**src/rtl/tdt_pkg.sv**
```systemverilog
// ----------------------------------------------------------------------------
// tdt_pkg
// Shared types, codes and helpers for the time dependency tracker.
// ----------------------------------------------------------------------------
package tdt_pkg;

    localparam int ID_W        = 31;
    localparam int TIME_W      = 32;
    localparam int CMD_W       = 2;
    localparam int STATUS_W    = 2;
    localparam int COUNT_OUT_W = 7;

    typedef enum logic [CMD_W-1:0] {
        CMD_SETUP  = 2'd0,
        CMD_UPDATE = 2'd1,
        CMD_WAIT   = 2'd2,
        CMD_OFFSET = 2'd3
    } tdt_cmd_t;

    typedef enum logic [STATUS_W-1:0] {
        ST_OK      = 2'd0,
        ST_UNKNOWN = 2'd1,
        ST_FULL    = 2'd2
    } tdt_status_t;

    typedef struct packed {
        logic start;
        logic sweep;
        logic commit;
    } tdt_ctrl_t;

    typedef struct packed {
        logic sweep_done;
    } tdt_stat_t;

    function automatic logic [TIME_W-1:0] sat_add(input logic [TIME_W-1:0] a,
                                                  input logic [TIME_W-1:0] b);
        logic [TIME_W:0] s;
        s = {1'b0, a} + {1'b0, b};
        return s[TIME_W] ? {TIME_W{1'b1}} : s[TIME_W-1:0];
    endfunction

endpackage

```
**src/rtl/tdt_ctrl.sv**
```systemverilog
// ----------------------------------------------------------------------------
// tdt_ctrl
// Command sequencer: accept a word, run the table sweep, commit the result
// into the output register.
// ----------------------------------------------------------------------------
module tdt_ctrl (
    input  logic               clk,
    input  logic               rst_n,
    input  logic               cmd_valid,
    output logic               cmd_ready,
    output logic               rsp_valid,
    input  logic               rsp_ready,
    input  tdt_pkg::tdt_stat_t stat,
    output tdt_pkg::tdt_ctrl_t ctrl
);
    import tdt_pkg::*;

    typedef enum logic [2:0] {
        S_IDLE   = 3'b001,
        S_SWEEP  = 3'b010,
        S_FINISH = 3'b100
    } state_t;

    state_t state_reg;
    state_t state_next;
    logic   out_valid_reg;
    logic   out_valid_next;

    assign cmd_ready   = (state_reg == S_IDLE);
    assign ctrl.start  = cmd_valid && cmd_ready;
    assign ctrl.sweep  = (state_reg == S_SWEEP);
    assign ctrl.commit = (state_reg == S_FINISH) && (!out_valid_reg || rsp_ready);
    assign rsp_valid   = out_valid_reg;

    always_comb
    begin
        state_next = state_reg;
        case (state_reg)
            S_IDLE:
            begin
                if (ctrl.start)
                begin
                    state_next = S_SWEEP;
                end
            end
            S_SWEEP:
            begin
                if (stat.sweep_done)
                begin
                    state_next = S_FINISH;
                end
            end
            S_FINISH:
            begin
                if (ctrl.commit)
                begin
                    state_next = S_IDLE;
                end
            end
            default:
            begin
                state_next = S_IDLE;
            end
        endcase
    end

    always_comb
    begin
        out_valid_next = out_valid_reg;
        if (ctrl.commit)
        begin
            out_valid_next = 1'b1;
        end
        else if (rsp_ready)
        begin
            out_valid_next = 1'b0;
        end
    end

    always_ff @(posedge clk or negedge rst_n)
    begin
        if (!rst_n)
        begin
            state_reg     <= S_IDLE;
            out_valid_reg <= 1'b0;
        end
        else
        begin
            state_reg     <= state_next;
            out_valid_reg <= out_valid_next;
        end
    end

    a_start_sweep: assert property (@(posedge clk) disable iff (!rst_n)
        ctrl.start |=> (state_reg == S_SWEEP))
        else $error("accepted word did not start a sweep");

    a_commit_shows: assert property (@(posedge clk) disable iff (!rst_n)
        ctrl.commit |=> out_valid_reg)
        else $error("committed result not presented");

    a_no_overwrite: assert property (@(posedge clk) disable iff (!rst_n)
        (out_valid_reg && !rsp_ready) |-> !ctrl.commit)
        else $error("result overwritten while stalled");

endmodule

```
**config.mk**
```make
export PLATFORM = sky130hd
export DESIGN_NAME = tdt_ctrl
export DESIGN_NICKNAME = d
export VERILOG_FILES = /design/src/rtl/tdt_pkg.sv /design/src/rtl/tdt_ctrl.sv
export SDC_FILE = /design/constraint.sdc
export NUM_CORES = 1
export LEC_CHECK = 0
export BUFFER_PORTS_ARGS = -buffer_cell sky130_fd_sc_hd__buf_2
export CORE_AREA = 2 2 39 41
export DETAILED_ROUTE_END_ITERATION = 10
export DIE_AREA = 0 0 41 43
export GPL_ROUTABILITY_DRIVEN = 0
export SLEW_MARGIN = 20
export SYNTH_ARGS = -nofsm -noshare
export SYNTH_HDL_FRONTEND = slang
export SYNTH_SLANG_ARGS = --single-unit
export TNS_END_PERCENT = 100
```
**constraint.sdc**
```tcl
create_clock -name clk -period 1.1 [get_ports clk]
set_input_delay 0.055 -clock clk [delete_from_list [all_inputs] [get_ports clk]]
set_output_delay 0.055 -clock clk [all_outputs]
set_load 0.01 [all_outputs]
```
# Yosys cells after proc, flatten, opt, wreduce, memory -nomap -nowiden

Cells that the tools add are included.

Divide/modulo/power cells: 0
Reduce and logical (&&, ||, !) cells: 6
Bitwise gates (word level): 0
Shift-type cells: 0
Add/sub/neg operators: 0
Multiplexer cells: 6
$mul: 0
Equal/unequal tests: 6
Magnitude comparators: 0

Operators by type and width:

| operator           | number |
|---|---|
| $mux 3             | 3 |
| $pmux 3 s3         | 1 |
| $ne 2x2->1 const B | 2 |
| $eq 3x1->1 const B | 1 |
| $eq 3x2->1 const B | 1 |
| $eq 3x3->1 const B | 1 |
| $reduce_and 3->1   | 1 |
| $logic_and 1x1->1  | 2 |
| $mux 1             | 2 |
| $ne 2x1->1 const B | 1 |
| $reduce_bool 2->1  | 1 |
| $logic_not 1->1    | 1 |
| $logic_or 1x1->1   | 1 |

Memories kept: 0
Output and inout bits: 5
Register bits: 4
Bits in latches: 0
Input bits: 5
ROM bits: 0
Word-level logic and storage cells: 20
RAM bits: 0

# Longest topological paths before layout

Gate-level depths: netlist (run 1).

Word-level depth: 5
Depth in mapped cells: 3
Gate-level depth less buffers: 2

# Least setup slack after synthesis (run 1)

No wires, ideal clock.

Kind: reg-to-output
Start: register state_reg[1]
End: output ctrl[0] (netlist bit)
Required time: 1.045 ns
Slack: 0.056 ns
Buffers on the path: 1
Data arrival time: 0.989 ns
Stages on the path, launching flop included: 4
Path through: dfrtp_1 > or3b_1 > a21oi_2 > buf_4

RTL lines:

| what                   | RTL line       | source |
|---|---|---|
| from (decl)            | tdt_ctrl.sv:24 | `state_t state_reg;` |
| from (signal assigned) | tdt_ctrl.sv:89 | `state_reg <= state_next;` |
| to (decl)              | tdt_ctrl.sv:14 | `output tdt_pkg::tdt_ctrl_t ctrl` |

==> out/metrics.cfg, run 1 <==
[yosys]
synth_top_area_share_pct = 31.4
synth_top_area_cell = dfrtp_1
syn_nets = 27
syn_area_um2 = 239
avgSynthCellArea_um2 = 10.9
synthXorXnorAreaFrac_pct = 0
ys_ff_latch = 4
synth-simple-area-share_pct = 30.4
synth_top_family_by_area = simple AND/OR/NAND/NOR gates
synth_mux_area_share_pct = 0
yosysSeqAreaShare_pct = 42.4
yosysUniqueCellTypes = 15
synthCells = 22
ys_warn_count = 0
synth_compound_area_share_pct = 16.2
synthTopCellsByArea = dfrtp_1, dfstp_2, and4bb_2
synth_adder_area_share_pct = 0

[finish]
drive_above_1_share_pct = 73.8
syn_to_final_growth_pct = 85.3
fin_util_pct = 32.0
final_cell_mix = buf_2, buf_6, clkbuf_4, dfrtp_1
n_antenna_cell = 0
largest_reg_flops = 3
nNetsFinal = 48
num-fill-cells = 156

[run_status]
status = finished, violations left
violations = negative setup slack

[sta]
fmaxAchievable_mhz = 758
setup_ws_ps = -219
whs_ps = 38.8
period_minus_slack_ps = 1320
finalHoldViolations = 0
period_share_pct = 120
final.setup.tns_ps = -753
slew_headroom_pct = 88.8
skew_ps = 10.7
worstMarginPinSlew_ps = 167
rsz0062_at_grt = yes
setup_violations = 7
slew_violations = 0

[clock_network]
clkLatencyLatePin_ps = 240
numCtsBuffers = 3
clk_pin_slew_ps = 50
htree_num_levels = 1
root_buffer = clkbuf_4
clock-sinks = 4
cts.path.max_buffers = 2
cts_tree = done

[routing]
drt-total-wl_um = 611
firstDrtPassIters = 2
viasPerCell = 4.10
drt_iter0_markers = 1
ant_nets = 0
routed-via-count = 238
wl_per_cell_um = 10.5
drc = 0

[floorplan]
core_um2 = 1380
row_count = 14
dieWidth_um = 41
die-area_um2 = 1760
io_pins = 10
initial_utilization_pct = 17.3
die_h_um = 43

[place]
hpwlAfterDp_um = 392
io_buffers = 9

[power_and_ir_drop]
vdd_ir_drop_max_mv = 0.810
power_leakage_nw = 0.209
powerDensity_nw_per_um2 = 2250

[critical_path]
worstSetupPathType = register to primary output
cp-end-kind = primary output
r2r_setup_slack_ps = -80
critPathLaunchType = register
path_max_fanout = 4
arrival_ps = 1260
required_ps = 1040

[global_routing]
antenna_found_initial = 0
track_usage_pct = 9.05
grt_pass1_wl_um = 986
grt_overflow_total = 0
grt_max_degree = 8
grt_pass1_vias = 243

[job]
drv_cap = 0

[hold_path]
hp-class = primary input to register

==> layer usage <==
metal / track usage, % / wire [um] / vias to the layer above
li1: - / - / 117
met1: 10.0 / 283 / 115
met2: 11.6 / 301 / 6
met3: 6.81 / 26 / 0
met4: 6.00 / 0 / 0
met5: 0 / 0 / -
==> worst max-delay path: stages (launching register included) <==
cell and delay, ps:
dfrtp_1 400, or3b_4 410, a21oi_2 100, buf_2 130
==> cells by family after synthesis <==
kind of cell / count (synthesis)
AND/OR/NAND/NOR: 8
AO/OA/AOI/OAI: 5
buffers and inverters: 5
flip-flops: 4
==> cell usage after synthesis <==
master,instances
dfrtp_1,3
inv_1,3
and4bb_2,2
buf_4,2
or3b_1,2
a211oi_2,1
a21oi_1,1
a21oi_2,1
and3b_2,1
dfstp_2,1
nand3b_1,1
nor3_1,1
nor3b_1,1
o21a_1,1
o21ai_0,1
==> what timing repair did <==
action / 4_1_cts / 5_1_grt
pin swaps: 2 / 5
setup endpoints to repair: 4 / 7
buffers inserted: 6 / 1
gates resized for setup: 12 / 4
cloned: 0 / 0
hold endpoints to repair: 4 / 0
hold buffers: 1 / 0
==> worst paths after layout <==
| check | from | endpoint | depth (start not counted) |
|---|---|---|---|
| hold reg to reg | state_reg[0]$_DFFE_PN1P_ | state_reg[1]$_DFFE_PN0P_ | 2 |
| hold / removal | rsp_ready | rsp_valid$_DFFE_PN0P_ | 2 |
| min in group asynchronous | rst_n | rsp_valid$_DFFE_PN0P_ | 2 |
| max in group asynchronous | rst_n | state_reg[0]$_DFFE_PN1P_ | 2 |
| setup / recovery | state_reg[2]$_DFFE_PN0P_ | ctrl[0] | 3 |
| setup reg to reg | state_reg[2]$_DFFE_PN0P_ | state_reg[0]$_DFFE_PN1P_ | 4 |
==> through the flow <==
stage | instance area, um2 | total power, mW | setup WS [ps] | cells
2_1_floorplan | 239 | 0.419 | 56.1 | 22
5_1_grt | 443 | 1.08 | -275 | 58
3_5_place_dp | 304 | 0.531 | 22.5 | 47
4_1_cts | 432 | 0.979 | -216 | 58
3_3_place_gp | 304 | 0.525 | 37.1 | 47
6_report | 443 | 0.996 | -219 | 58
==> power breakdown <==
group          switching, mW  internal, mW
clock network         0.0684         0.137
registers             0.0474         0.202
logic                  0.208         0.334
total                  0.323         0.673
==> final cells by class <==
type                            count  area [um2]  share of cell area (%)
Tap cell                           16        20.0                    4.52
Sequential cell                     4         101                    22.9
Timing Repair Buffer               18         148                    33.3
Multi-Input combinational cell     13         134                    30.2
Clock buffer                        4        26.3                    5.93
Inverter                            3        13.8                    3.11
Note: power is estimated with default switching activity, not from simulation.
==> inputs of run 2 (changes only) <==
--- a/config.mk
+++ b/config.mk
@@ -6,10 +6,12 @@
 export NUM_CORES = 1
 export LEC_CHECK = 0
 export BUFFER_PORTS_ARGS = -buffer_cell sky130_fd_sc_hd__buf_2
+export CAP_MARGIN = 5
 export CORE_AREA = 2 2 39 41
 export DETAILED_ROUTE_END_ITERATION = 10
 export DIE_AREA = 0 0 41 43
 export GPL_ROUTABILITY_DRIVEN = 0
+export PLACE_DENSITY = 0.35
 export SLEW_MARGIN = 20
 export SYNTH_ARGS = -nofsm -noshare
 export SYNTH_HDL_FRONTEND = slang
==> run 2 against run 1 <==
Count of clock-buffer cells in the layout stayed put. Clock power hardly changed. The flow still finishes with violations (negative setup slack). Non-clock buffer count stayed put. First-iteration DRC count is 100% higher. Global-route usage is 0.51 points higher. Design area is 7.3% lower. Worst setup slack better by 29 ps.
==> out/metrics.cfg, run 2 (synthesized netlist as in run 1, its figures left out) <==
[run_status]
status = finished, violations left
violations = negative setup slack

[clock_network]
root_buffer = clkbuf_4
cts.path.max_buffers = 2  ; unchanged
clkLatencyLatePin_ps = 240  ; about the same
cts_tree = done
clock-sinks = 4  ; unchanged
numCtsBuffers = 3  ; unchanged
clk_pin_slew_ps = 50  ; about the same
htree_num_levels = 1  ; unchanged

[finish]
final_cell_mix = buf_2, buf_4, clkbuf_4, dfrtp_1
largest_reg_flops = 3  ; unchanged
syn_to_final_growth_pct = 71.7
stdcell_count = 58  ; unchanged
fin_util_pct = 29.7  ; -2.4 points
multi_input_area_um2 = 130  ; -2.8%
final_area_um2 = 410  ; -7.3%
nNetsFinal = 48  ; unchanged
n_antenna_cell = 0  ; unchanged
drive_above_1_share_pct = 71.4  ; -2.4 points
register_area_um2 = 101  ; unchanged
num-fill-cells = 153  ; -1.9%

[critical_path]
crit_chain = or3b_4 > a21oi_2 > buf_2
crit_path_max_incr_delay_ps = 400  ; about the same
critPathLaunchType = register
r2r_setup_slack_ps = -160  ; -80 ps
critPathSlowestCell = or3b_4
path_max_fanout = 2  ; -2
regToRegStartpoint = state_reg[0]$_DFFE_PN1P_
reg2reg_depth = 5  ; +1
required_ps = 1040  ; about the same
cp-end-kind = primary output
worstSetupPathType = register to primary output
arrival_ps = 1240  ; -20 ps
r2r_end = state_reg[0]$_DFFE_PN1P_

[power_and_ir_drop]
finalPower_mw = 0.938  ; -5.8%
powerDensity_nw_per_um2 = 2290  ; +1.6%
power_leakage_nw = 0.201  ; -3.8%
p_comb_share_pct = 52.0  ; -2.4 points
switching_power_mw = 0.308  ; -4.8%
vdd_ir_drop_max_mv = 0.674  ; -17%
p_int_mw = 0.630  ; -6.3%
p_sw_share_pct = 32.8  ; +0.36 points
seqPwrFrac_pct = 26.0  ; +1.0 points
power_frac_clock_pct = 22.1  ; +1.5 points

[floorplan]
die_h_um = 43  ; unchanged
initial_utilization_pct = 17.3  ; unchanged
die-area_um2 = 1760  ; unchanged
row_count = 14  ; unchanged
io_pins = 10  ; unchanged
dieWidth_um = 41  ; unchanged
core_um2 = 1380  ; unchanged

[routing]
routed-via-count = 241  ; +1.3%
drt-total-wl_um = 618  ; +1.1%
ant_nets = 0  ; unchanged
drc = 0  ; unchanged
wl_per_cell_um = 10.7  ; +1.1%
drt_iter0_markers = 2  ; +1
firstDrtPassIters = 3  ; +1
viasPerCell = 4.16  ; +1.3%

[global_routing]
grt_pass1_vias = 259  ; +6.6%
grt_pass1_wl_um = 993  ; +0.71%
grt_max_degree = 8  ; unchanged
antenna_found_initial = 0  ; unchanged
grt_overflow_total = 0  ; unchanged
track_usage_pct = 9.56  ; +0.51 points

[sta]
whs_ps = 25.6  ; -13.2 ps
setup_violations = 6  ; -1
setup_ws_ps = -190  ; +28.9 ps
final.setup.tns_ps = -808  ; -55.1 ps
finalHoldViolations = 0  ; unchanged
slew_violations = 0  ; unchanged
skew_ps = 10.4  ; -0.225 ps
period_minus_slack_ps = 1290  ; -28.9 ps
slew_headroom_pct = 87.8  ; -1.0 points
fmaxAchievable_mhz = 775  ; +2.2%
period_share_pct = 117  ; -2.6 points
worstMarginPinSlew_ps = 183  ; +15.4 ps
rsz0062_at_grt = yes

[hold_path]
hp-class = primary input to register
min_path_cells = 2  ; unchanged
min-delay-start = rsp_ready
worstHoldEndpoint = rsp_valid$_DFFE_PN0P_

[place]
hpwlAfterDp_um = 357  ; -8.9%
pre_cts_ws_ps = 23.1  ; +0.618 ps
dpl_cell_area_um2 = 304  ; unchanged
place_inst = 47  ; unchanged
io_buffers = 9  ; unchanged

[job]
drv_cap = 0  ; unchanged

[run 2: worst max path at each step]
stage | start | to | slack (ps) | cells after the start
finish | state_reg[1]$_DFFE_PN0P_ | ctrl[0] | -190 | 3
detailed placement | state_reg[0]$_DFFE_PN1P_ | ctrl[0] | 20 | 3
global placement | state_reg[0]$_DFFE_PN1P_ | ctrl[0] | 20 | 3
CTS | state_reg[1]$_DFFE_PN0P_ | ctrl[0] | -210 | 3
global route | state_reg[0]$_DFFE_PN1P_ | ctrl[0] | -240 | 3
floorplan | state_reg[1]$_DFFE_PN0P_ | ctrl[0] | 60 | 3
[run 2: power by group through the flow]
stage	Sequential [mW]	Clock, mW	Combinational (mW)
after global placement	0.243	0	0.291
final	0.244	0.207	0.487
after floorplan	0.246	0	0.173
after CTS	0.244	0.215	0.450
after detailed placement	0.241	0	0.287
after global routing	0.248	0.227	0.523
[run 2: routing by layer]
metal / part of all wire [%] / vias up / GRT usage [%]
li1: - / 116 / -
met1: 38 / 110 / 8.74
met2: 50 / 11 / 12.5
met3: 6.3 / 4 / 5.24
met4: 5.0 / 0 / 12.0
met5: 0 / - / 0
[run 2: repair_timing]
action                                  in CTS  in global routing
endpoints found under the hold margin        4                  0
gates resized for setup                      6                  0
hold buffers                                 1                  0
endpoints found under the setup margin       4                  6
buffers inserted                             5                  1
pin swaps                                    4                  1
[run 2: critical path: cells and delay by family (launching register included)]
family	cells	cell delay [ps]
AND/OR/NAND/NOR	1	400
buffers and inverters	1	130
AO/OA/AOI/OAI	1	100
flip-flops	1	370
[run 2: final cells by class]
class	count	share of cell area [%]
multi-input combinational	13	31.7
timing repair buffer	18	29.6
sequential	4	24.7
clock buffer	4	6.40
tap	16	4.88
inverter	3	2.74
