**src/rtl/tdt_pkg.sv**
```systemverilog
// ----------------------------------------------------------------------------
// tdt_pkg
// Shared types, codes and helpers for the time dependency tracker.
// ----------------------------------------------------------------------------
package tdt_pkg;

    localparam int ID_W        = 31;
    localparam int TIME_W      = 32;
    localparam int CMD_W       = 2;
    localparam int STATUS_W    = 2;
    localparam int COUNT_OUT_W = 7;

    typedef enum logic [CMD_W-1:0] {
        CMD_SETUP  = 2'd0,
        CMD_UPDATE = 2'd1,
        CMD_WAIT   = 2'd2,
        CMD_OFFSET = 2'd3
    } tdt_cmd_t;

    typedef enum logic [STATUS_W-1:0] {
        ST_OK      = 2'd0,
        ST_UNKNOWN = 2'd1,
        ST_FULL    = 2'd2
    } tdt_status_t;

    typedef struct packed {
        logic start;
        logic sweep;
        logic commit;
    } tdt_ctrl_t;

    typedef struct packed {
        logic sweep_done;
    } tdt_stat_t;

    function automatic logic [TIME_W-1:0] sat_add(input logic [TIME_W-1:0] a,
                                                  input logic [TIME_W-1:0] b);
        logic [TIME_W:0] s;
        s = {1'b0, a} + {1'b0, b};
        return s[TIME_W] ? {TIME_W{1'b1}} : s[TIME_W-1:0];
    endfunction

endpackage

```
**src/rtl/tdt_ram.sv**
```systemverilog
// ----------------------------------------------------------------------------
// tdt_ram
// Generic simple dual-port RAM: one write port, one registered read port.
// ----------------------------------------------------------------------------
module tdt_ram #(
    parameter int WIDTH = 8,
    parameter int DEPTH = 16
) (
    input  logic                                    clk,
    input  logic                                    we,
    input  logic [((DEPTH > 1) ? $clog2(DEPTH) : 1)-1:0] waddr,
    input  logic [WIDTH-1:0]                        wdata,
    input  logic [((DEPTH > 1) ? $clog2(DEPTH) : 1)-1:0] raddr,
    output logic [WIDTH-1:0]                        rdata
);
    logic [WIDTH-1:0] mem [DEPTH];
    logic [WIDTH-1:0] rdata_reg;

    always_ff @(posedge clk)
    begin
        if (we)
        begin
            mem[waddr] <= wdata;
        end
        rdata_reg <= mem[raddr];
    end

    assign rdata = rdata_reg;
endmodule

```
**src/rtl/tdt_datapath.sv**
```systemverilog
// ----------------------------------------------------------------------------
// tdt_datapath
// Source table sweep: id match, time update, running minimum, fill count,
// pending wait and result word.
// ----------------------------------------------------------------------------
module tdt_datapath #(
    parameter int TABLE_DEPTH = 64
) (
    input  logic              clk,
    input  logic              rst_n,
    input  tdt_pkg::tdt_ctrl_t ctrl,
    output tdt_pkg::tdt_stat_t stat,
    input  logic [1:0]        command,
    input  logic [30:0]       source_id,
    input  logic [31:0]       time_value,
    input  logic [31:0]       step_size,
    output logic [1:0]        status,
    output logic              proceed,
    output logic              released,
    output logic [31:0]       min_time,
    output logic [6:0]        entry_count
);
    import tdt_pkg::*;

    localparam int AW = (TABLE_DEPTH > 1) ? $clog2(TABLE_DEPTH) : 1;
    localparam int CW = $clog2(TABLE_DEPTH + 1);
    localparam int EW = ID_W + TIME_W;

    tdt_cmd_t            cmd_reg;
    logic [ID_W-1:0]     id_reg;
    logic [TIME_W-1:0]   tv_reg;
    logic [TIME_W-1:0]   dt_reg;
    logic [CW-1:0]       rd_idx_reg;
    logic                rd_vld_reg;
    logic [AW-1:0]       wr_idx_reg;
    logic [TIME_W-1:0]   min_reg;
    logic                found_reg;
    logic [CW-1:0]       count_reg;
    logic [CW-1:0]       count_next;
    logic [TIME_W-1:0]   pending_reg;
    logic [TIME_W-1:0]   pending_next;

    logic [STATUS_W-1:0] status_reg;
    logic [STATUS_W-1:0] status_next;
    logic                proceed_reg;
    logic                proceed_next;
    logic                released_reg;
    logic                released_next;
    logic [TIME_W-1:0]   min_out_reg;
    logic [TIME_W-1:0]   min_out_next;
    logic [COUNT_OUT_W-1:0] count_out_reg;
    logic [CW+COUNT_OUT_W-1:0] count_ext;

    logic                ram_we;
    logic [AW-1:0]       ram_waddr;
    logic [EW-1:0]       ram_wdata;
    logic [EW-1:0]       ram_rdata;
    logic [ID_W-1:0]     rd_id;
    logic [TIME_W-1:0]   rd_time;
    logic [TIME_W-1:0]   new_time;
    logic                issue;
    logic                match;
    logic                empty;
    logic                full;
    logic                insert;
    logic [TIME_W-1:0]   acc_min;
    logic [TIME_W-1:0]   target;

    tdt_ram #(
        .WIDTH (EW),
        .DEPTH (TABLE_DEPTH)
    ) u_table (
        .clk   (clk),
        .we    (ram_we),
        .waddr (ram_waddr),
        .wdata (ram_wdata),
        .raddr (rd_idx_reg[AW-1:0]),
        .rdata (ram_rdata)
    );

    assign rd_id   = ram_rdata[EW-1:TIME_W];
    assign rd_time = ram_rdata[TIME_W-1:0];
    assign issue   = ctrl.sweep && (rd_idx_reg < count_reg);
    assign match   = (rd_id == id_reg);
    assign empty   = (count_reg == '0);
    assign full    = (count_reg == CW'(TABLE_DEPTH));
    assign insert  = (cmd_reg == CMD_SETUP) && !found_reg && !full;
    assign acc_min = empty ? '0 : min_reg;
    assign target  = sat_add(tv_reg, dt_reg);

    assign stat.sweep_done = (rd_idx_reg == count_reg) && !rd_vld_reg;

    always_comb
    begin
        case (cmd_reg)
            CMD_SETUP, CMD_UPDATE:
            begin
                new_time = (match && (tv_reg > rd_time)) ? tv_reg : rd_time;
            end
            CMD_OFFSET:
            begin
                new_time = sat_add(rd_time, tv_reg);
            end
            default:
            begin
                new_time = rd_time;
            end
        endcase
    end

    always_comb
    begin
        ram_we    = 1'b0;
        ram_waddr = wr_idx_reg;
        ram_wdata = {rd_id, new_time};
        if (rd_vld_reg)
        begin
            ram_we = 1'b1;
        end
        else if (ctrl.commit && insert)
        begin
            ram_we    = 1'b1;
            ram_waddr = count_reg[AW-1:0];
            ram_wdata = {id_reg, tv_reg};
        end
    end

    always_comb
    begin
        status_next   = ST_OK;
        proceed_next  = 1'b0;
        released_next = 1'b0;
        min_out_next  = acc_min;
        pending_next  = pending_reg;
        count_next    = count_reg;
        case (cmd_reg)
            CMD_SETUP:
            begin
                if (insert)
                begin
                    count_next   = count_reg + CW'(1);
                    min_out_next = (tv_reg < min_reg) ? tv_reg : min_reg;
                end
                else if (!found_reg)
                begin
                    status_next = ST_FULL;
                end
            end
            CMD_UPDATE:
            begin
                if (!found_reg)
                begin
                    status_next = ST_UNKNOWN;
                end
                else if ((pending_reg != '0) && (min_reg >= pending_reg))
                begin
                    pending_next  = '0;
                    released_next = 1'b1;
                end
            end
            CMD_WAIT:
            begin
                if (empty || (min_reg >= target))
                begin
                    proceed_next = 1'b1;
                end
                else
                begin
                    pending_next = target;
                end
            end
            default:
            begin
                status_next = ST_OK;
            end
        endcase
    end

    assign count_ext = {{COUNT_OUT_W{1'b0}}, count_next};

    always_ff @(posedge clk or negedge rst_n)
    begin
        if (!rst_n)
        begin
            rd_idx_reg  <= '0;
            rd_vld_reg  <= 1'b0;
            found_reg   <= 1'b0;
            count_reg   <= '0;
            pending_reg <= '0;
        end
        else
        begin
            rd_vld_reg <= issue;
            if (ctrl.start)
            begin
                rd_idx_reg <= '0;
                found_reg  <= 1'b0;
            end
            else
            begin
                if (issue)
                begin
                    rd_idx_reg <= rd_idx_reg + CW'(1);
                end
                if (rd_vld_reg && match)
                begin
                    found_reg <= 1'b1;
                end
            end
            if (ctrl.commit)
            begin
                count_reg   <= count_next;
                pending_reg <= pending_next;
            end
        end
    end

    always_ff @(posedge clk)
    begin
        if (ctrl.start)
        begin
            cmd_reg <= tdt_cmd_t'(command);
            id_reg  <= source_id;
            tv_reg  <= time_value;
            dt_reg  <= step_size;
            min_reg <= {TIME_W{1'b1}};
        end
        else if (rd_vld_reg && (new_time < min_reg))
        begin
            min_reg <= new_time;
        end
        if (issue)
        begin
            wr_idx_reg <= rd_idx_reg[AW-1:0];
        end
        if (ctrl.commit)
        begin
            status_reg    <= status_next;
            proceed_reg   <= proceed_next;
            released_reg  <= released_next;
            min_out_reg   <= min_out_next;
            count_out_reg <= count_ext[COUNT_OUT_W-1:0];
        end
    end

    assign status      = status_reg;
    assign proceed     = proceed_reg;
    assign released    = released_reg;
    assign min_time    = min_out_reg;
    assign entry_count = count_out_reg;

    a_count_bound: assert property (@(posedge clk) disable iff (!rst_n)
        count_reg <= CW'(TABLE_DEPTH))
        else $error("fill count beyond table depth");

    a_read_in_fill: assert property (@(posedge clk) disable iff (!rst_n)
        rd_vld_reg |-> (CW'(wr_idx_reg) < count_reg))
        else $error("read of entry beyond fill count");

    a_count_on_commit: assert property (@(posedge clk) disable iff (!rst_n)
        !ctrl.commit |=> $stable(count_reg))
        else $error("fill count changed outside commit");

endmodule

```
**config.mk**
```make
export PLATFORM = sky130hd
export DESIGN_NAME = tdt_datapath
export DESIGN_NICKNAME = d
export VERILOG_FILES = /design/src/rtl/tdt_pkg.sv /design/src/rtl/tdt_ram.sv /design/src/rtl/tdt_datapath.sv
export SDC_FILE = /design/constraint.sdc
export NUM_CORES = 2
export LEC_CHECK = 0
export ABC_CLOCK_PERIOD_IN_PS = 6400
export CAP_MARGIN = 20
export CORE_ASPECT_RATIO = 0.7
export CORE_MARGIN = 1.5
export CORE_UTILIZATION = 45
export DETAILED_ROUTE_END_ITERATION = 10
export DONT_BUFFER_PORTS = 1
export PLACE_DENSITY = 0.67
export REMOVE_ABC_BUFFERS = 1
export SYNTH_ARGS = -nofsm -noshare
export SYNTH_HDL_FRONTEND = slang
export SYNTH_SLANG_ARGS = --single-unit
```
**constraint.sdc**
```tcl
create_clock -name clk -period 6.4 [get_ports clk]
set_input_delay 1.28 -clock clk [delete_from_list [all_inputs] [get_ports clk]]
set_output_delay 1.28 -clock clk [all_outputs]
set_load 0.005 [all_outputs]
```
Word level (Yosys, flattened, before mapping)
Memories as Yosys holds them, arrays and structs flattened. A register that Yosys moved wholly into a read port is not among the register bits.
Index checks and enable logic that the tools add are counted.

storage, ports and cells
  register bits after elaboration = 226
  bits in writable memories = 4032
  bits of input ports = 102
  memories kept = 1

cells by class
  $add $sub $neg = 4
  order comparisons = 6
  equality and inequality tests = 9
  multiplexer cells = 32
  reduce and logical (&&, ||, !) cells = 22

memories
  memory       depth  bits a word  read ports  clocked after Yosys merged registers in  wr ports  RTL line       source
  u_table.mem  64     63           1           1                                        1         tdt_ram.sv:16  logic [WIDTH-1:0] mem [DEPTH];

operator list
  cell                                          count
  2-to-1 mux 32 bit                             10
  one-hot mux 32 bit (2 select lines)           2
  2-to-1 mux 63 bit                             2
  adder 32 x 32 -> 33 bit                       2
  greater-or-equal comparator 32 bit            2
  < comparator 32 bit                           2
  > comparator 32 bit                           1
  nonzero test 32 bit                           1
  == test 31 bit                                1
  2-to-1 mux 7 bit                              4
  adder 7 x 1 -> 7 bit, second input constant   2
  2-to-1 mux 6 bit                              2
  logical AND 1 bit                             9
  2-to-1 mux 1 bit                              9
  == test 7 bit                                 1
  == test 7 bit, second input constant          1
  logical NOT 7 bit                             1
  < comparator 7 bit                            1
  inequality test 2 bit, second input constant  3
  nonzero test 2 bit                            3
  AND reduction 5 bit                           1
  == test 2 bit, second input constant          2
  2-to-1 mux 2 bit                              2
  one-hot mux 2 bit (2 select lines)            1
  other kinds (6)                               8

Logic depth before layout (Yosys ltp)
  depth in word-level cells = 8
  depth in mapped cells = 25

By module
Synthesis repeated with hierarchy kept, for this count alone.

second synthesis, totals
  cells, all modules = 8502
  area total of the unflattened synthesis = 170947.7 um^2

modules (own cells, without submodules)
  module        instances  cells each  area each (um^2)  seq. area each (um^2)
  tdt_ram       1          6555        153307.0          122337.3
  tdt_datapath  1          1947        17640.7           6226.0

Least setup slack after synthesis
No wires, ideal clock.

  path type = flip-flop to flip-flop
  from = register tv_reg[13]
  to = memory u_table.mem[0][19] (netlist name) (data pin)
  arrival time = 5.440 ns
  data required time = 5.698 ns
  path slack = 0.258 ns
  stages on the path, launching flop included = 13
  path buffers = 2
  period minus slack after synthesis = 6.142 ns
  cell sequence = edfxtp_1 -> ha_1 -> buf_4 -> nand4_2 -> or4_4 -> a21oi_2 -> o31ai_2 -> a2111oi_4 -> nor2_2 -> buf_6 -> a2bb2oi_1 -> o21ai_0 -> o21ai_0

between the ends
  cells in the longest elaborated chain, start to end = 6
  elaborated cells on any way between the ends = 8
  those cells by class = 1 x add/sub; 1 x order compare; 5 x mux; 1 x reduce/logical

RTL lines
  what                                   RTL line             source
  start, declared                        tdt_datapath.sv:31   logic [TIME_W-1:0] tv_reg;
  start signal, assigned                 tdt_datapath.sv:224  tv_reg <= time_value;
  > comparator 32 bit                    tdt_datapath.sv:98   new_time = (match && (tv_reg > rd_time)) ? tv_reg : rd_time;
  logical AND 1 bit                      tdt_datapath.sv:98
  2-to-1 mux 32 bit                      tdt_datapath.sv:98
  one-hot mux 32 bit (2 select lines) *  tdt_datapath.sv:95   case (cmd_reg)
  2-to-1 mux 63 bit                      tdt_datapath.sv:120  else if (ctrl.commit && insert)
  2-to-1 mux 63 bit *                    tdt_datapath.sv:116  if (rd_vld_reg)
  named net ram_wdata[19]                tdt_datapath.sv:56   logic [EW-1:0] ram_wdata;
  end, declared                          tdt_ram.sv:16

Mark *: on every way through the listed nets, which the timed path passes. The rest lies on a longest branch.

Worst setup path in the final report
  from = register tv_reg[0]
  to = register pending_reg[2]

between the ends
  cells in the longest elaborated chain, start to end = 6
  elaborated cells on any way between the ends = 8
  those cells by class = 1 x add/sub; 1 x order compare; 1 x eq/ne; 3 x mux; 2 x reduce/logical

RTL lines
  what                                RTL line             source
  adder 32 x 32 -> 33 bit *           tdt_pkg.sv:39        s = {1'b0, a} + {1'b0, b};
  2-to-1 mux 32 bit *                 tdt_pkg.sv:40        return s[TIME_W] ? {TIME_W{1'b1}} : s[TIME_W-1:0];
  greater-or-equal comparator 32 bit  tdt_datapath.sv:163  if (empty || (min_reg >= target))
  logical OR 1 bit                    tdt_datapath.sv:163
  inequality test 2 bit (no line)     n/a
  AND reduction 5 bit (no line)       n/a
  end signal, assigned                tdt_datapath.sv:213  pending_reg <= pending_next;
  end, declared                       tdt_datapath.sv:40   logic [TIME_W-1:0] pending_reg;

Every way passes the cells marked *; elsewhere a longest branch is shown, timed or not. The select of a mux whose other input is x is not followed.
A chain may end at the register's enable or synchronous reset.

==> out/qor_table.md <==
| Step | Quantity | This run |
|:---|:---|:---|
| timing | Final Hold Violating Endpoints | 0 |
| clock tree | Library cell used as clock root buffer | sky130_fd_sc_hd__clkbuf_16 |
| yosys | Proportion of synthesized chip area in sequential cells | 75.2% |
| yosys | Xor and xnor fraction of the mapped netlist area | 0.472% |
| worst setup path | Largest incremental delay on the critical path | 0.63 ns |
| yosys | Adder and majority gate portion of the synthesized area | 1.72% |
| yosys | Synth Cell Area | 171,000 um^2 |
| route | Iteration-0 DRC Markers | 14,200 |
| hold path | Worst Hold Class | in -> async |
| worst setup path | WP data required | 7.23 ns |
| power | Power consumption | 66,300 uW |
| die | Placement row count | 189 |
| timing | Worst Slack Setup Final | 0.166 ns |
| power | Power share of the sequential group | 50.9% |
| worst setup path | Critical path start-end classification | reg -> reg |
| worst setup path | Slowest cell on the critical path | sky130_fd_sc_hd__or4_1 |
| yosys | Multiplexer area fraction after synthesis | 17.5% |
| cells and area | Share of layout cells above drive strength 1 | 28.8% |
| global route | Pin count of the biggest net entering global routing | 130 |
| cells and area | Number of flip-flops in the largest register | 4,032 |
| yosys | Synth cell types | 94 |
| clock tree | Maximum buffer depth of the clock tree | 4 |
| power | Total power divided by cell area | 342 nW/um^2 |
| job | Maximum Capacitance Violations | 0 |
| worst setup path | Sequence of cells on the critical path | ha_1 -> fa_1 -> a21oi_1 -> o21ba_2 -> a31oi_1 -> a21oi_2 -> or3b_1 -> a32o_2 -> nor4b_4 -> o41ai_4 -> buf_4 -> nor2_1 -> ha_1 -> nand4_1 -> or4_1 -> a2111oi_4 -> buf_4 -> a2111o_1 -> a211o_1 -> inv_2 -> a21oi_2 -> buf_12 -> o2bb2ai_1 |
| cells and area | Number of cells in the finished layout apart from fillers | 13,500 |
| cells and area | Layout filler cell count | 29,000 |
| route | Remaining number of nets flagged by the antenna check after routing | 0 |
| timing | Post-route minimum period | 6.23 ns |
| die | Die area | 383,000 um^2 |
| global route | Overall overflow remaining after global route | 0 |
| timing | Fin Setup TNS | 0 ns |
| clock tree | Post-CTS setup buffers | 0 |
| route | Via count | 86,600 |
| placement | HPWL after DPL | 255 mm |
| die | Initial core utilization | 45.2% |
| die | Top-Level Pins | 146 |
| route | Routed WL | 481 mm |
| run status | Status | completed |
| clock tree | TritonCTS clock tree | built |
| cells and area | # nets final | 8,434 |
| worst setup path | Kind of capture point of the worst setup path | flip-flop |
| power | Net switching power | 16,500 uW |
| clock tree | TritonCTS buffer count | 386 |
| worst setup path | Maximum fanout count along the critical path | 25 |
| power | Leakage power | 0.0602 uW |
| route | DRC viols | 0 |
| yosys | YS warnings | 0 |
| timing | Actual slew at the worst max-slew pin | 1.19 ns |
| yosys | Simple-gate area share of the yosys netlist | 1.93% |
| clock tree | CTS sink cnt | 4,321 |
| global route | All-Layer GR Usage | 24.6% |
| die | Die extent in x | 740 um |
| yosys | Fraction of registers with async set/reset | 1.11% |
| global route | Number of antenna violations at the first check in global routing | 27 |
| route | Mean routed wirelength per cell | 35.6 um |
| cells and area | Synthesis-to-layout area growth | 13.4% |
| placement | Number of placed instances with taps included | 12,800 |
| yosys | Number of enable flip-flop cells after synthesis | 4,178 |
| timing | Maximum frequency from static timing analysis | 160 MHz |
| timing | Worst max-slew margin expressed relative to the limit | 20.5% |
| clock tree | Clock edge transition at the registers on the reported setup and hold paths | 0.07 ns |
| yosys | Compound-Gate Fraction of Synth Area | 1.98% |
| power | Internal power component | 49,800 uW |
| die | Std-Cell Core Area | 378,000 um^2 |
| route | Routed via count divided by cell count | 6.42 |
| timing | RSZ-0062 raised after global routing | false |
| worst setup path | Total buffers and inverters traversed by the critical path | 4 |
| yosys | Synthesized area divided by synthesized cell count | 22.3 um^2 |
| worst setup path | Startpoint Class | flip-flop |
| die | Die boundary height | 519 um |
| worst setup path | Cell type group with the largest total delay on the critical path | compound AO/OA/AOI/OAI gates |
| cells and area | Final core utilization | 51.2% |
| worst setup path | Worst path arrival time | 7.07 ns |
| route | Length of the first detailed-routing pass in iterations | 6 |
| placement | Worst-case setup slack after placement | 0.0472 ns |
| placement | Global placer's final weighted congestion | 0.885 |
| timing | Max-slew violation total from the final report | 0 |
| clock tree | H-tree Lvls | 5 |
| yosys | Dominant cell type by area after synthesis | sky130_fd_sc_hd__edfxtp_1 |
| yosys | Leading cell types by total area after synthesis | sky130_fd_sc_hd__edfxtp_1 73%, sky130_fd_sc_hd__mux4_2 17%, sky130_fd_sc_hd__ha_1 1.7% |
| global route | Via count of the first global-routing pass | 84,100 |
| global route | Wire length of the first global-routing pass | 665 mm |
| timing | Largest clock skew in the final design | 0.0612 ns |
| yosys | Largest family of logic cells by synthesized area | multiplexers |
| yosys | Synth top cells by count | 4,178 x sky130_fd_sc_hd__edfxtp_1, 1,323 x sky130_fd_sc_hd__mux4_2, 251 x sky130_fd_sc_hd__clkbuf_1 |
| placement | Count of input and output buffers | 0 |
| power | Share of power burned in the clock network | 35.2% |
| power | Part of the power in combinational logic | 13.8% |
| yosys | Synth Register Bits | 4,321 |
| yosys | Most frequently used flop master after synthesis | sky130_fd_sc_hd__edfxtp_1 |
| clock tree | Clock latency on the worst-skew pair | 0.95 ns |
| power | Proportion of total power due to net switching | 24.9% |
| power | Maximum vdd ir drop | 0.313 mV |
| timing | Final worst path period share | 97.4% |
| yosys | Share of the synthesized area in the top cell type | 73.4% |
| yosys | Cell with the most instances after synthesis | sky130_fd_sc_hd__edfxtp_1 |
| timing | Total of endpoints with negative setup slack in the final report | 0 |
| yosys | Number of instances in the synthesized netlist | 7,678 |
==> cell type report <==
cell class | instances | area (um^2) | area share [%]
Inverter | 147 | 552 | 0.285
Clock inverter | 232 | 2230 | 1.15
Sequential cell | 4321 | 129000 | 66.4
Clock buffer | 471 | 10200 | 5.29
Timing Repair Buffer | 398 | 4600 | 2.37
Tap cell | 5061 | 6330 | 3.27
Multi-Input combinational cell | 2844 | 41100 | 21.2
Antenna cell | 22 | 55.1 | 0.0284
==> layer usage <==
layer | global-route usage, % | vias to the layer above | routed length (um)
met1 | 37.7 | 46700 | 195000
met4 | 6.04 | 8 | 13000
met2 | 36.1 | 5719 | 213000
li1 | - | 33400 | -
met3 | 5.71 | 752 | 59600
met5 | 0 | - | 52
==> power groups by stage <==
stage               clock [uW]  combinational [uW]  sequential [uW]
global placement             0                8710            34400
global route             24600                9830            33800
finish                   23400                9170            33800
detailed placement           0                8980            34400
CTS                      23600                9010            33800
floorplan                    0                7930            34100
==> layout by cell type, fill, tap and decap left out, types with 74 or more instances in the layout <==
| master | netlist | routed |
|---|---|---|
| sky130_fd_sc_hd__xnor2_1 | 75 | 74 |
| sky130_fd_sc_hd__inv_1 | 146 | 146 |
| sky130_fd_sc_hd__clkinv_1 | 0 | 77 |
| sky130_fd_sc_hd__a21oi_1 | 133 | 130 |
| sky130_fd_sc_hd__clkbuf_16 | 0 | 394 |
| sky130_fd_sc_hd__buf_4 | 3 | 270 |
| sky130_fd_sc_hd__nor2_1 | 225 | 151 |
| sky130_fd_sc_hd__nor2_4 | 0 | 74 |
| sky130_fd_sc_hd__mux4_2 | 1323 | 1323 |
| sky130_fd_sc_hd__edfxtp_1 | 4178 | 4178 |
| sky130_fd_sc_hd__clkinv_2 | 0 | 76 |
| sky130_fd_sc_hd__dfxtp_1 | 95 | 95 |
| sky130_fd_sc_hd__nand2_1 | 216 | 214 |
| sky130_fd_sc_hd__buf_12 | 0 | 123 |
| sky130_fd_sc_hd__ha_1 | 232 | 232 |
==> worst register-to-register path: stages, from the launching register on <==
cell and delay (ns):
sky130_fd_sc_hd__edfxtp_1 0.39, sky130_fd_sc_hd__ha_1 0.25, sky130_fd_sc_hd__fa_1 0.42, sky130_fd_sc_hd__a21oi_1 0.21, sky130_fd_sc_hd__o21ba_2 0.19, sky130_fd_sc_hd__a31oi_1 0.16
sky130_fd_sc_hd__a21oi_2 0.31, sky130_fd_sc_hd__or3b_1 0.47, sky130_fd_sc_hd__a32o_2 0.34, sky130_fd_sc_hd__nor4b_4 0.27, sky130_fd_sc_hd__o41ai_4 0.17, sky130_fd_sc_hd__buf_4 0.25
sky130_fd_sc_hd__nor2_1 0.22, sky130_fd_sc_hd__ha_1 0.15, sky130_fd_sc_hd__nand4_1 0.12, sky130_fd_sc_hd__or4_1 0.63, sky130_fd_sc_hd__a2111oi_4 0.39, sky130_fd_sc_hd__buf_4 0.17
sky130_fd_sc_hd__a2111o_1 0.20, sky130_fd_sc_hd__a211o_1 0.18, sky130_fd_sc_hd__inv_2 0.07, sky130_fd_sc_hd__a21oi_2 0.22, sky130_fd_sc_hd__buf_12 0.22, sky130_fd_sc_hd__o2bb2ai_1 0.15
==> path summary, 6_finish.rpt <==
kind	from	to	slack, ns	cells after the start
hold reg to reg	pending_reg[8]$_DFFE_PN0P_	pending_reg[8]$_DFFE_PN0P_	0.53	1
max in group asynchronous	rst_n	rd_idx_reg[1]$_DFFE_PN0P_	5.31	1
min in group clk	time_value[25]	tv_reg[25]$_DFFE_PP_	0.41	0
hold / removal	rst_n	pending_reg[4]$_DFFE_PN0P_	0.05	0
setup reg to reg	tv_reg[0]$_DFFE_PP_	pending_reg[2]$_DFFE_PN0P_	0.17	23
setup / recovery	tv_reg[0]$_DFFE_PP_	pending_reg[2]$_DFFE_PN0P_	0.17	23
==> cell families after synthesis <==
group,count (synthesis)
fa+ha+maj,234
flops,4321
buf+inv,513
xor+xnor,92
simple gates,702
compound gates,482
mux,1334
==> timing repair <==
action	in CTS	in global routing
hold buffers	2	0
endpoints found under the hold margin	29	0
pin swaps	0	1
gates resized for setup	1	14
endpoints found under the setup margin	1	63
==> per-stage QoR <==
stage	hold slack (ns)	cell area [um^2]
2_1_floorplan	0.478	169000
3_3_place_gp	0.507	181000
3_5_place_dp	0.507	181000
4_1_cts	0.00119	193000
5_1_grt	0.0197	194000
6_report	0.0527	194000
No activity file was read; power rests on OpenSTA's default activity.
